## src/ssp_div.sv

```systemverilog
// Restoring divider, one quotient bit per stage. The caller guarantees that
// the quotient fits in P_QB bits.
module ssp_div #(
    parameter int P_NUM_W = 8,
    parameter int P_DEN_W = 4,
    parameter int P_QB    = 4
) (
    input  logic               i_clk,
    input  logic               i_en,
    input  logic [P_NUM_W-1:0] i_num,
    input  logic [P_DEN_W-1:0] i_den,
    output logic [P_QB-1:0]    o_quo
);
    logic [P_DEN_W-1:0] r_rem [P_QB];
    logic [P_QB-1:0]    r_low [P_QB];
    logic [P_QB-1:0]    r_quo [P_QB];
    logic [P_DEN_W-1:0] r_den [P_QB];

    for (genvar s = 0; s < P_QB; s++) begin : g_step
        logic [P_DEN_W-1:0] rem_in;
        logic [P_DEN_W-1:0] den_in;
        logic [P_QB-1:0]    low_in;
        logic [P_QB-1:0]    quo_in;
        logic [P_DEN_W:0]   trial;
        logic               take;

        if (s == 0) begin : g_first
            assign rem_in = P_DEN_W'(i_num >> P_QB);
            assign low_in = i_num[P_QB-1:0];
            assign quo_in = '0;
            assign den_in = i_den;
        end else begin : g_next
            assign rem_in = r_rem[s-1];
            assign low_in = r_low[s-1];
            assign quo_in = r_quo[s-1];
            assign den_in = r_den[s-1];
        end

        always_comb begin
            trial = {rem_in, low_in[P_QB-1]};
            take  = trial >= {1'b0, den_in};
        end

        always_ff @(posedge i_clk) begin
            if (i_en) begin
                r_rem[s] <= take ? P_DEN_W'(trial - {1'b0, den_in}) : P_DEN_W'(trial);
                r_low[s] <= low_in << 1;
                r_quo[s] <= P_QB'({quo_in, take});
                r_den[s] <= den_in;
            end
        end
    end

    assign o_quo = r_quo[P_QB-1];
endmodule

```

## config.mk

```make
export PLATFORM = sky130hd
export DESIGN_NAME = ssp_div
export DESIGN_NICKNAME = d
export VERILOG_FILES = /design/src/ssp_div.sv
export SDC_FILE = /design/constraint.sdc
export NUM_CORES = 1
export LEC_CHECK = 0
export BUFFER_PORTS_ARGS = -buffer_cell sky130_fd_sc_hd__buf_2
export CORE_UTILIZATION = 60
export DETAILED_ROUTE_END_ITERATION = 7
export PLACE_DENSITY = 0.81
export SETUP_SLACK_MARGIN = 0.4
export SLEW_MARGIN = 20
export SYNTH_ARGS = -nofsm -noshare
export SYNTH_HDL_FRONTEND = slang
export SYNTH_SLANG_ARGS = --single-unit
```

## constraint.sdc

```tcl
create_clock -name i_clk -period 3.7 [get_ports i_clk]
set_input_delay 0 -clock i_clk [delete_from_list [all_inputs] [get_ports i_clk]]
set_output_delay 0 -clock i_clk [all_outputs]
set_load 0.005 [all_outputs]
```

* Word level (Yosys, flattened, before mapping)
Memories as Yosys holds them, arrays and structs flattened.
Index checks and enable logic that the tools add are counted.
** Cells by class
- Add/subtract/negate cells :: 4
- Mux-type cells :: 6
- Magnitude comparators :: 4
** Operators by type and width (number)
- 5-bit by 4-bit greater-or-equal comparator with 1-bit output :: 4
- 4-bit 2-to-1 mux :: 4
- 4-bit subtractor :: 4
- 1-bit 2-to-1 mux :: 2
** Storage, ports and cells
- Bits in writable memories :: 60
- Input port bits :: 14
- Memories :: 4
- Output and inout bits :: 4
- Bits in registers :: 0
- Logic and storage cells :: 18
** Memory list
- r_den :: depth 4, bits a word 4, read ports 3, clocked after Yosys merged registers in 0, write ports 4, line 17 : logic [P_DEN_W-1:0] r_den [P_QB];
- r_quo :: depth 4, bits a word 4, read ports 4, clocked after Yosys merged registers in 0, write ports 4, line 16 : logic [P_QB-1:0] r_quo [P_QB];
- r_rem :: depth 4, bits a word 4, read ports 3, clocked after Yosys merged registers in 0, write ports 4, line 14 : logic [P_DEN_W-1:0] r_rem [P_QB];
- r_low :: depth 4, bits a word 3, read ports 3, clocked after Yosys merged registers in 0, write ports 4, line 15 : logic [P_QB-1:0] r_low [P_QB];

* Depth between registers and ports, before layout
Gate-level depths: netlist of run 1.
An unclocked memory read counts as a cell.
- Word-level depth :: 3
- Depth in mapped cells :: 6
- Depth with buffers taken out :: 6

* Worst setup path before layout of run 1
OpenSTA, ideal clock, no wires.
- Kind :: flip-flop to flip-flop
- From :: memory r_rem[0][1]
- To :: memory r_rem[1][2] (data pin)
- Setup time :: 0.260 ns
- Path buffers :: 0
- Arrival :: 1.367 ns
- Path slack :: 2.073 ns
- Required time :: 3.440 ns
- Period minus slack after synthesis :: 1.627 ns
- Stages on the path, launching flop included :: 6
- Cell sequence :: edfxtp_1 -> ha_1 -> nand4_1 -> nand2_1 -> nor2_4 -> mux2_4
** RTL lines (line)
- start: declaration :: 14

==> impl_metrics.yaml, run 1 <==
power:
  power.switching_fraction_pct: 24.12
  worst_ir_drop_on_vdd_v: 0.0002728
  p_int_w: 0.0008886
  register_share_of_total_power_pct: 50.5
  pwr_density_cell_mw_per_mm2: 523.5
  clkPwrFrac_pct: 29.5
  reported_leakage_power_nw: 0.9407
  p_sw_w: 0.0002825
  combPwrFrac_pct: 20.0
routing:
  drt_iter0_markers: 42
  routed-via-count: 1098
  drt_drc_violations_left: 0
  antenna_left: 0
  firstDrtPassIters: 4
  post_drt_wl_per_cell_um: 14.01
  drt_wl_total_um: 2970
  via_density: 5.179
clock_tree:
  worst_setup_hold_path_clk_slew_ns: 0.12
  tritoncts: "done"
  clock_insertion_delay_worst_skew_ns: 0.35
  number_of_buffers_inserted_during_clock_tree_synthesis: 5
  cts.repair.resized: 0
  ctsHtreeMaxLevel: 2
  cts.root.buffer_cell: "sky130_fd_sc_hd__clkbuf_4"
  cts_sinks: 40
  clockBufferDepth: 2
global_routing:
  pin_count_of_the_biggest_net_entering_global_routing: 41
  first_global_vias: 1200
  global_route.usage.total_pct: 21.16
  grt.overflow.total: 0
  global_route_wire_length_before_repair_um: 5078
  grt_antenna_before_repair: 0
critical_path:
  launching_element_of_the_worst_setup_path: "r_rem[0][1]$_DFFE_PP_"
  reg2regPathDepth: 5
  timing.rr.end: "r_rem[1][2]$_DFFE_PP_"
  worstSetupPathType: "reg -> reg"
  critPathBufInv: 0
  cp_top_family: "simple AND/OR/NAND/NOR gates"
  crit_required_ns: 3.80
  worst_r2r_startpoint: "r_rem[0][1]$_DFFE_PP_"
  critPathSlowestCell: "sky130_fd_sc_hd__edfxtp_1"
  critPathMaxFanout: 4
  startpoint_type: "flip-flop"
  timing.critical_path.cells: "ha_1 > nand4_1 > nand2_1 > nor2_4 > mux2_4"
  timing.critical_path.arrival_ns: 1.90
  regToRegSetupSlack_ns: 1.90
  critPathMaxStageDelay_ns: 0.42
  end_kind: "flip-flop"
synthesis:
  synthesis_stage_register_bit_count: 40
  yosysWarningCount: 0
  syn_avg_cell_area_um2: 14.11
  syn_nets: 169
  synth_cell_types: 18
  synth_cells: 136
  synthesis.area_mm2: 0.001919
  synth.yosys.seq_area_share_pct: 62.58
sta:
  final_min_period_over_clock_period_pct: 48.60
  tns_ns: 0
  grt_setup_unrepaired: "no"
  fin_worst_skew_ns: 0.01509
  layout_setup_ws_ns: 1.902
  hold_violations: 0
  clock_period_minus_worst_slack_ns: 1.798
  slew_headroom_pct: 42.07
  slew_violations: 0
  fmax_mhz: 556.2
  fin_hold_ws_ns: 0.003696
  max_slew.worst_pin.slew_ns: 0.8689
  setup_violations: 0
hold_path:
  worstHoldEndpoint: "r_rem[0][0]$_DFFE_PP_"
  worstHoldPathType: "in -> reg"
  holdPathStages: 3
  hold_path_startpoint: "i_num[3]"
floorplan:
  initial_utilization_pct: 62.87
  pin_count: 18
  floorplan.die.height_um: 58.56
  core-area_mm2: 0.003053
  floorplan.die_area_mm2: 0.003429
  fp.dieW_um: 58.56
  floorplan.rows: 20
finish:
  final_area_mm2: 0.002237
  final-instance-count-excl-fill: 212
  layout_commonest_cell: "sky130_fd_sc_hd__edfxtp_1"
  insertedDiodeCount: 0
  share_of_layout_cells_above_drive_strength_1_pct: 19.64
  mostFrequentLayoutCells: "sky130_fd_sc_hd__edfxtp_1, sky130_fd_sc_hd__inv_1, sky130_fd_sc_hd__buf_2, sky130_fd_sc_hd__ha_1, sky130_fd_sc_hd__nor2_1"
  area_delta_synth_final_pct: 16.56
  finalNetCount: 201
placed_design:
  dp_worst_setup_slack_ns: 1.953
  routabilityCongestion: 0.7992
  placedInstanceArea_mm2: 0.002059
  post-dp-hpwl_um: 2037
  dp_cells: 197
  port_buffers: 17
status:
  status: "finished clean"
job:
  drv_cap: 0
==> cells in the mapped netlist <==
cell | n | area share [%]
sky130_fd_sc_hd__nand2_1 | 3 | 0.59
sky130_fd_sc_hd__o21ai_1 | 3 | 0.78
sky130_fd_sc_hd__fa_1 | 3 | 3.1
sky130_fd_sc_hd__nor2_1 | 12 | 2.3
sky130_fd_sc_hd__mux2i_1 | 6 | 3.1
sky130_fd_sc_hd__a21oi_2 | 3 | 1.4
sky130_fd_sc_hd__a211o_1 | 1 | 0.46
sky130_fd_sc_hd__edfxtp_1 | 40 | 63
sky130_fd_sc_hd__nor2_4 | 3 | 1.8
sky130_fd_sc_hd__nand4_1 | 3 | 0.98
sky130_fd_sc_hd__nand2b_1 | 4 | 1.3
sky130_fd_sc_hd__mux2_4 | 3 | 2.3
sky130_fd_sc_hd__a21o_1 | 2 | 0.78
sky130_fd_sc_hd__xnor2_1 | 3 | 1.4
sky130_fd_sc_hd__inv_1 | 22 | 4.3
sky130_fd_sc_hd__ha_1 | 16 | 10
sky130_fd_sc_hd__a21oi_1 | 3 | 0.78
sky130_fd_sc_hd__nor3_1 | 6 | 1.6
==> cells by family (layout without fill, tap and decap cells) <==
family                     Yosys count  count (layout)  synth area share (%)
AOI/OAI and AO/OA                   12              12                 4.172
xor gates and xnor gates             3               3                 1.369
adders and majority gates           19              19                 13.56
buffers and inverters               22              54                 4.303
DFF                                 40              40                 62.58
muxes                                9               9                 5.476
and+or+nand+nor                     31              31                 8.539
==> layer usage <==
layer  GRT usage [%]  share of wire (%)
met1           20.34                 38
met5               0                  0
met4           7.823               0.98
met3           5.934                2.7
met2           42.04                 59
==> layout make-up <==
| cell class | count | area, µm² |
|---|---|---|
| sequential | 40 | 1201 |
| clock buffer | 5 | 37.54 |
| tap | 44 | 55.05 |
| clock inverter | 2 | 60.06 |
| fill | 218 | 815.8 |
| timing repair buffer | 25 | 165.2 |
| inverter | 22 | 82.58 |
| multi-input combinational | 74 | 635.6 |
==> worst reg2reg max path, delay by kind of cell, from the launching register on <==
family / cells / cell delay, ns
flops: 1 / 0.42
fa+ha+maj: 1 / 0.38
mux: 1 / 0.31
simple gates: 3 / 0.45
==> stage by stage <==
step | total power (W) | util, %
detailed placement | 0.0008269 | 67.46
global route | 0.001226 | 73.28
finish | 0.001171 | 73.28
global placement | 0.0008063 | 67.46
floorplan | 0.0007628 | -
CTS | 0.001176 | 73.28
==> sequential cells by signal (all words and copies together), names as in the netlist <==
signal  flops
r_den      12
r_low       6
r_quo      10
r_rem      12
==> power groups by stage <==
stage	registers [W]	clock network (W)	logic, W
floorplan	0.000596	0	0.000167
global placement	0.000599	0	0.000208
global route	0.000597	0.000364	0.000264
detailed placement	0.000602	0	0.000225
CTS	0.000592	0.000348	0.000236
finish	0.000591	0.000346	0.000234
==> worst max-delay path by stage <==
stage | end | slack [ns] | cells past startpoint
final | r_rem[1][2]$_DFFE_PP_ | 1.90 | 5
after global routing | r_rem[1][2]$_DFFE_PP_ | 1.82 | 5
after CTS | r_rem[1][2]$_DFFE_PP_ | 1.91 | 5
after detailed placement | r_rem[1][2]$_DFFE_PP_ | 1.95 | 5
after global placement | r_rem[1][2]$_DFFE_PP_ | 2.00 | 5
after floorplan | r_rem[1][2]$_DFFE_PP_ | 2.07 | 5
==> repair_timing <==
item / 4_1_cts / 5_1_grt
endpoints found under the hold margin: 8 / 0
setup buffers: 0 / 0
hold buffers: 8 / 0
Note: power is estimated with default switching activity, not from simulation.
==> run 2: changes to the inputs <==
--- a/config.mk
+++ b/config.mk
@@ -6,9 +6,9 @@
 export NUM_CORES = 1
 export LEC_CHECK = 0
 export BUFFER_PORTS_ARGS = -buffer_cell sky130_fd_sc_hd__buf_2
-export CORE_UTILIZATION = 60
+export CORE_UTILIZATION = 52
 export DETAILED_ROUTE_END_ITERATION = 7
-export PLACE_DENSITY = 0.81
+export PLACE_DENSITY = 0.74
 export SETUP_SLACK_MARGIN = 0.4
 export SLEW_MARGIN = 20
 export SYNTH_ARGS = -nofsm -noshare
==> constraint.sdc (replaced) <==
create_clock -name i_clk -period 1.5 [get_ports i_clk]
set_input_delay 0 -clock i_clk [delete_from_list [all_inputs] [get_ports i_clk]]
set_output_delay 0 -clock i_clk [all_outputs]
set_load 0.005 [all_outputs]
==> run 2 against run 1 <==
Compared with the run above: the run now ends with setup timing left; register-to-register slack lost 2.1 ns; sequential cell count is the same; routed wire length grew 43%; maximum frequency grew 7.1%; cell count grew 14%; critical path type unchanged; largest power group unchanged.
==> impl_metrics.yaml, run 2 (synthesized netlist as in run 1, its figures left out) <==
sta:
  layout_setup_ws_ns: -0.1786
  max_slew.worst_pin.slew_ns: 0.3251
  hold_violations: 0
  clock_period_minus_worst_slack_ns: 1.679
  fmax_mhz: 595.7
  slew_violations: 0
  setup_violations: 11
  final_min_period_over_clock_period_pct: 111.9
  slew_headroom_pct: 78.16
  grt_setup_unrepaired: "yes"
  fin_worst_skew_ns: 0.007642
placed_design:
  dp_worst_setup_slack_ns: -0.1988
  post-dp-hpwl_um: 2414
  routabilityCongestion: 0.7499
  dp_cells: 212
  port_buffers: 17
power:
  worst_ir_drop_on_vdd_v: 0.0009164
  p_total_w: 0.003305
  reported_leakage_power_nw: 1.104
  power.switching_fraction_pct: 28.49
  p_sw_w: 0.0009416
  pwr_density_cell_mw_per_mm2: 1191
  clkPwrFrac_pct: 20.6
  register_share_of_total_power_pct: 44.7
  combPwrFrac_pct: 34.7
  p_int_w: 0.002363
clock_tree:
  tritoncts: "done"
  worst_setup_hold_path_clk_slew_ns: 0.08
  ctsHtreeMaxLevel: 2
  clock_insertion_delay_worst_skew_ns: 0.30
  number_of_buffers_inserted_during_clock_tree_synthesis: 5
  cts_sinks: 40
  clockBufferDepth: 2
  cts.root.buffer_cell: "sky130_fd_sc_hd__clkbuf_8"
routing:
  post_drt_wl_per_cell_um: 17.61
  antenna_left: 0
  drt_iter0_markers: 47
  routed-via-count: 1255
  firstDrtPassIters: 4
  drt_drc_violations_left: 0
  drt_wl_total_um: 4261
  via_density: 5.186
finish:
  layout.filler_cells: 209
  insertedDiodeCount: 0
  registers_with_the_most_flip_flops: "r_den: 12 flops, r_rem: 12 flops, r_quo: 10 flops"
  area_delta_synth_final_pct: 44.52
  area.sequential_mm2: 0.001201
  layout_commonest_cell: "sky130_fd_sc_hd__edfxtp_1"
  share_of_layout_cells_above_drive_strength_1_pct: 55.10
  multiInputGateArea_um2: 929.6
  finalNetCount: 229
  mostFrequentLayoutCells: "sky130_fd_sc_hd__edfxtp_1, sky130_fd_sc_hd__buf_4, sky130_fd_sc_hd__buf_2, sky130_fd_sc_hd__ha_4, sky130_fd_sc_hd__inv_1"
  final-instance-count-excl-fill: 242
  finish.utilization_pct: 80.59
critical_path:
  critPathMaxStageDelay_ns: 0.47
  crit_required_ns: 1.55
  end_kind: "flip-flop"
  worstSetupPathType: "reg -> reg"
  timing.critical_path.cells: "ha_4 > fa_2 > xnor2_1 > mux2_4"
  worst-path-stages: 4
  critPathMaxFanout: 2
  reg2regPathDepth: 4
  critPathBufInv: 0
  regToRegSetupSlack_ns: -0.18
  startpoint_type: "flip-flop"
  cp_top_family: "adder cells"
  critPathSlowestCell: "sky130_fd_sc_hd__edfxtp_1"
  timing.critical_path.arrival_ns: 1.73
floorplan:
  floorplan.die_area_mm2: 0.003938
  pin_count: 18
  floorplan.rows: 21
  initial_utilization_pct: 55.76
  fp.dieW_um: 62.76
  floorplan.die.height_um: 62.76
  core-area_mm2: 0.003442
global_routing:
  pin_count_of_the_biggest_net_entering_global_routing: 41
  grt.overflow.total: 0
  global_route_wire_length_before_repair_um: 6762
  grt_antenna_before_repair: 0
  global_route.usage.total_pct: 24.53
  first_global_vias: 1409
status:
  failed_checks: "setup timing"
  status: "complete, but fails checks"
hold_path:
  worstHoldPathType: "in -> reg"
  holdPathStages: 2
job:
  drv_cap: 0
==> run 2: changes by cell type in the layout (fill, tap and decap cells not counted), moves of 4 or more <==
| cell | before | now |
|---|---|---|
| sky130_fd_sc_hd__inv_2 | 0 | 10 |
| sky130_fd_sc_hd__buf_4 | 0 | 18 |
| sky130_fd_sc_hd__clkbuf_8 | 0 | 5 |
| sky130_fd_sc_hd__clkbuf_4 | 5 | 0 |
| sky130_fd_sc_hd__nand2b_1 | 4 | 0 |
| sky130_fd_sc_hd__buf_6 | 0 | 10 |
| sky130_fd_sc_hd__nor2_1 | 12 | 6 |
| sky130_fd_sc_hd__nor2_4 | 3 | 7 |
| sky130_fd_sc_hd__ha_4 | 0 | 12 |
| sky130_fd_sc_hd__nand2b_4 | 0 | 4 |
| sky130_fd_sc_hd__ha_1 | 16 | 4 |
| sky130_fd_sc_hd__inv_1 | 22 | 11 |
==> run 2: path summary, 6_finish.rpt <==
| kind | start | to |
|---|---|---|
| setup / recovery | r_den[1][0]$_DFFE_PP_ | r_rem[2][2]$_DFFE_PP_ |
| hold / removal | i_num[5] | r_rem[0][2]$_DFFE_PP_ |
| setup reg to reg | r_den[1][0]$_DFFE_PP_ | r_rem[2][2]$_DFFE_PP_ |
| hold reg to reg | r_low[0][1]$_DFFE_PP_ | r_low[1][2]$_DFFE_PP_ |
==> run 2: final cells by class <==
class,instances,area share [%]
Tap cell,46,2.075
Sequential cell,40,43.30
Inverter,22,3.067
Timing Repair Buffer,53,15.25
Clock buffer,6,2.616
Clock inverter,1,0.1804
Multi-Input combinational cell,74,33.51
==> run 2: repair_timing <==
action,CTS,global route
setup endpoints to repair,11,12
pin swaps,17,4
endpoints found under the hold margin,7,0
gates cloned,0,0
resized for setup,45,7
buffers inserted,10,6
hold buffers,7,0
==> run 2: metrics by stage <==
stage                     setup TNS [ns]  cell area (µm²)  hold slack [ns]
after detailed placement          -1.020             2276           0.1791
after global routing              -1.754             2774          0.05791
after global placement           -0.5359             2276           0.1762
final                             -1.241             2774          0.06092
after CTS                        -0.6484             2706          0.06868
after floorplan                  -0.1869             2023          0.09887
==> run 2: worst reg2reg max path, delay by kind of cell (launching register included) <==
kind,cells,cell delay [ns]
fa+ha+maj,2,0.54
flops,1,0.47
mux,1,0.27
xor+xnor,1,0.15
==> run 2: power groups by stage <==
stage | Clock (W) | Combinational, W | Sequential [W]
after floorplan | 0 | 0.000461 | 0.00148
after global placement | 0 | 0.000663 | 0.00148
after detailed placement | 0 | 0.000725 | 0.00149
after CTS | 0.000669 | 0.00102 | 0.00148
after global routing | 0.000750 | 0.00122 | 0.00149
final | 0.000681 | 0.00115 | 0.00148
==> run 2: metal layers <==
layer / vias up / global-route usage, % / share of wire [%]
li1: 602 / - / -
met1: 601 / 20.69 / 32
met2: 34 / 48.91 / 60
met3: 18 / 5.657 / 2.9
met4: 0 / 16.57 / 4.8
met5: - / 0 / 0
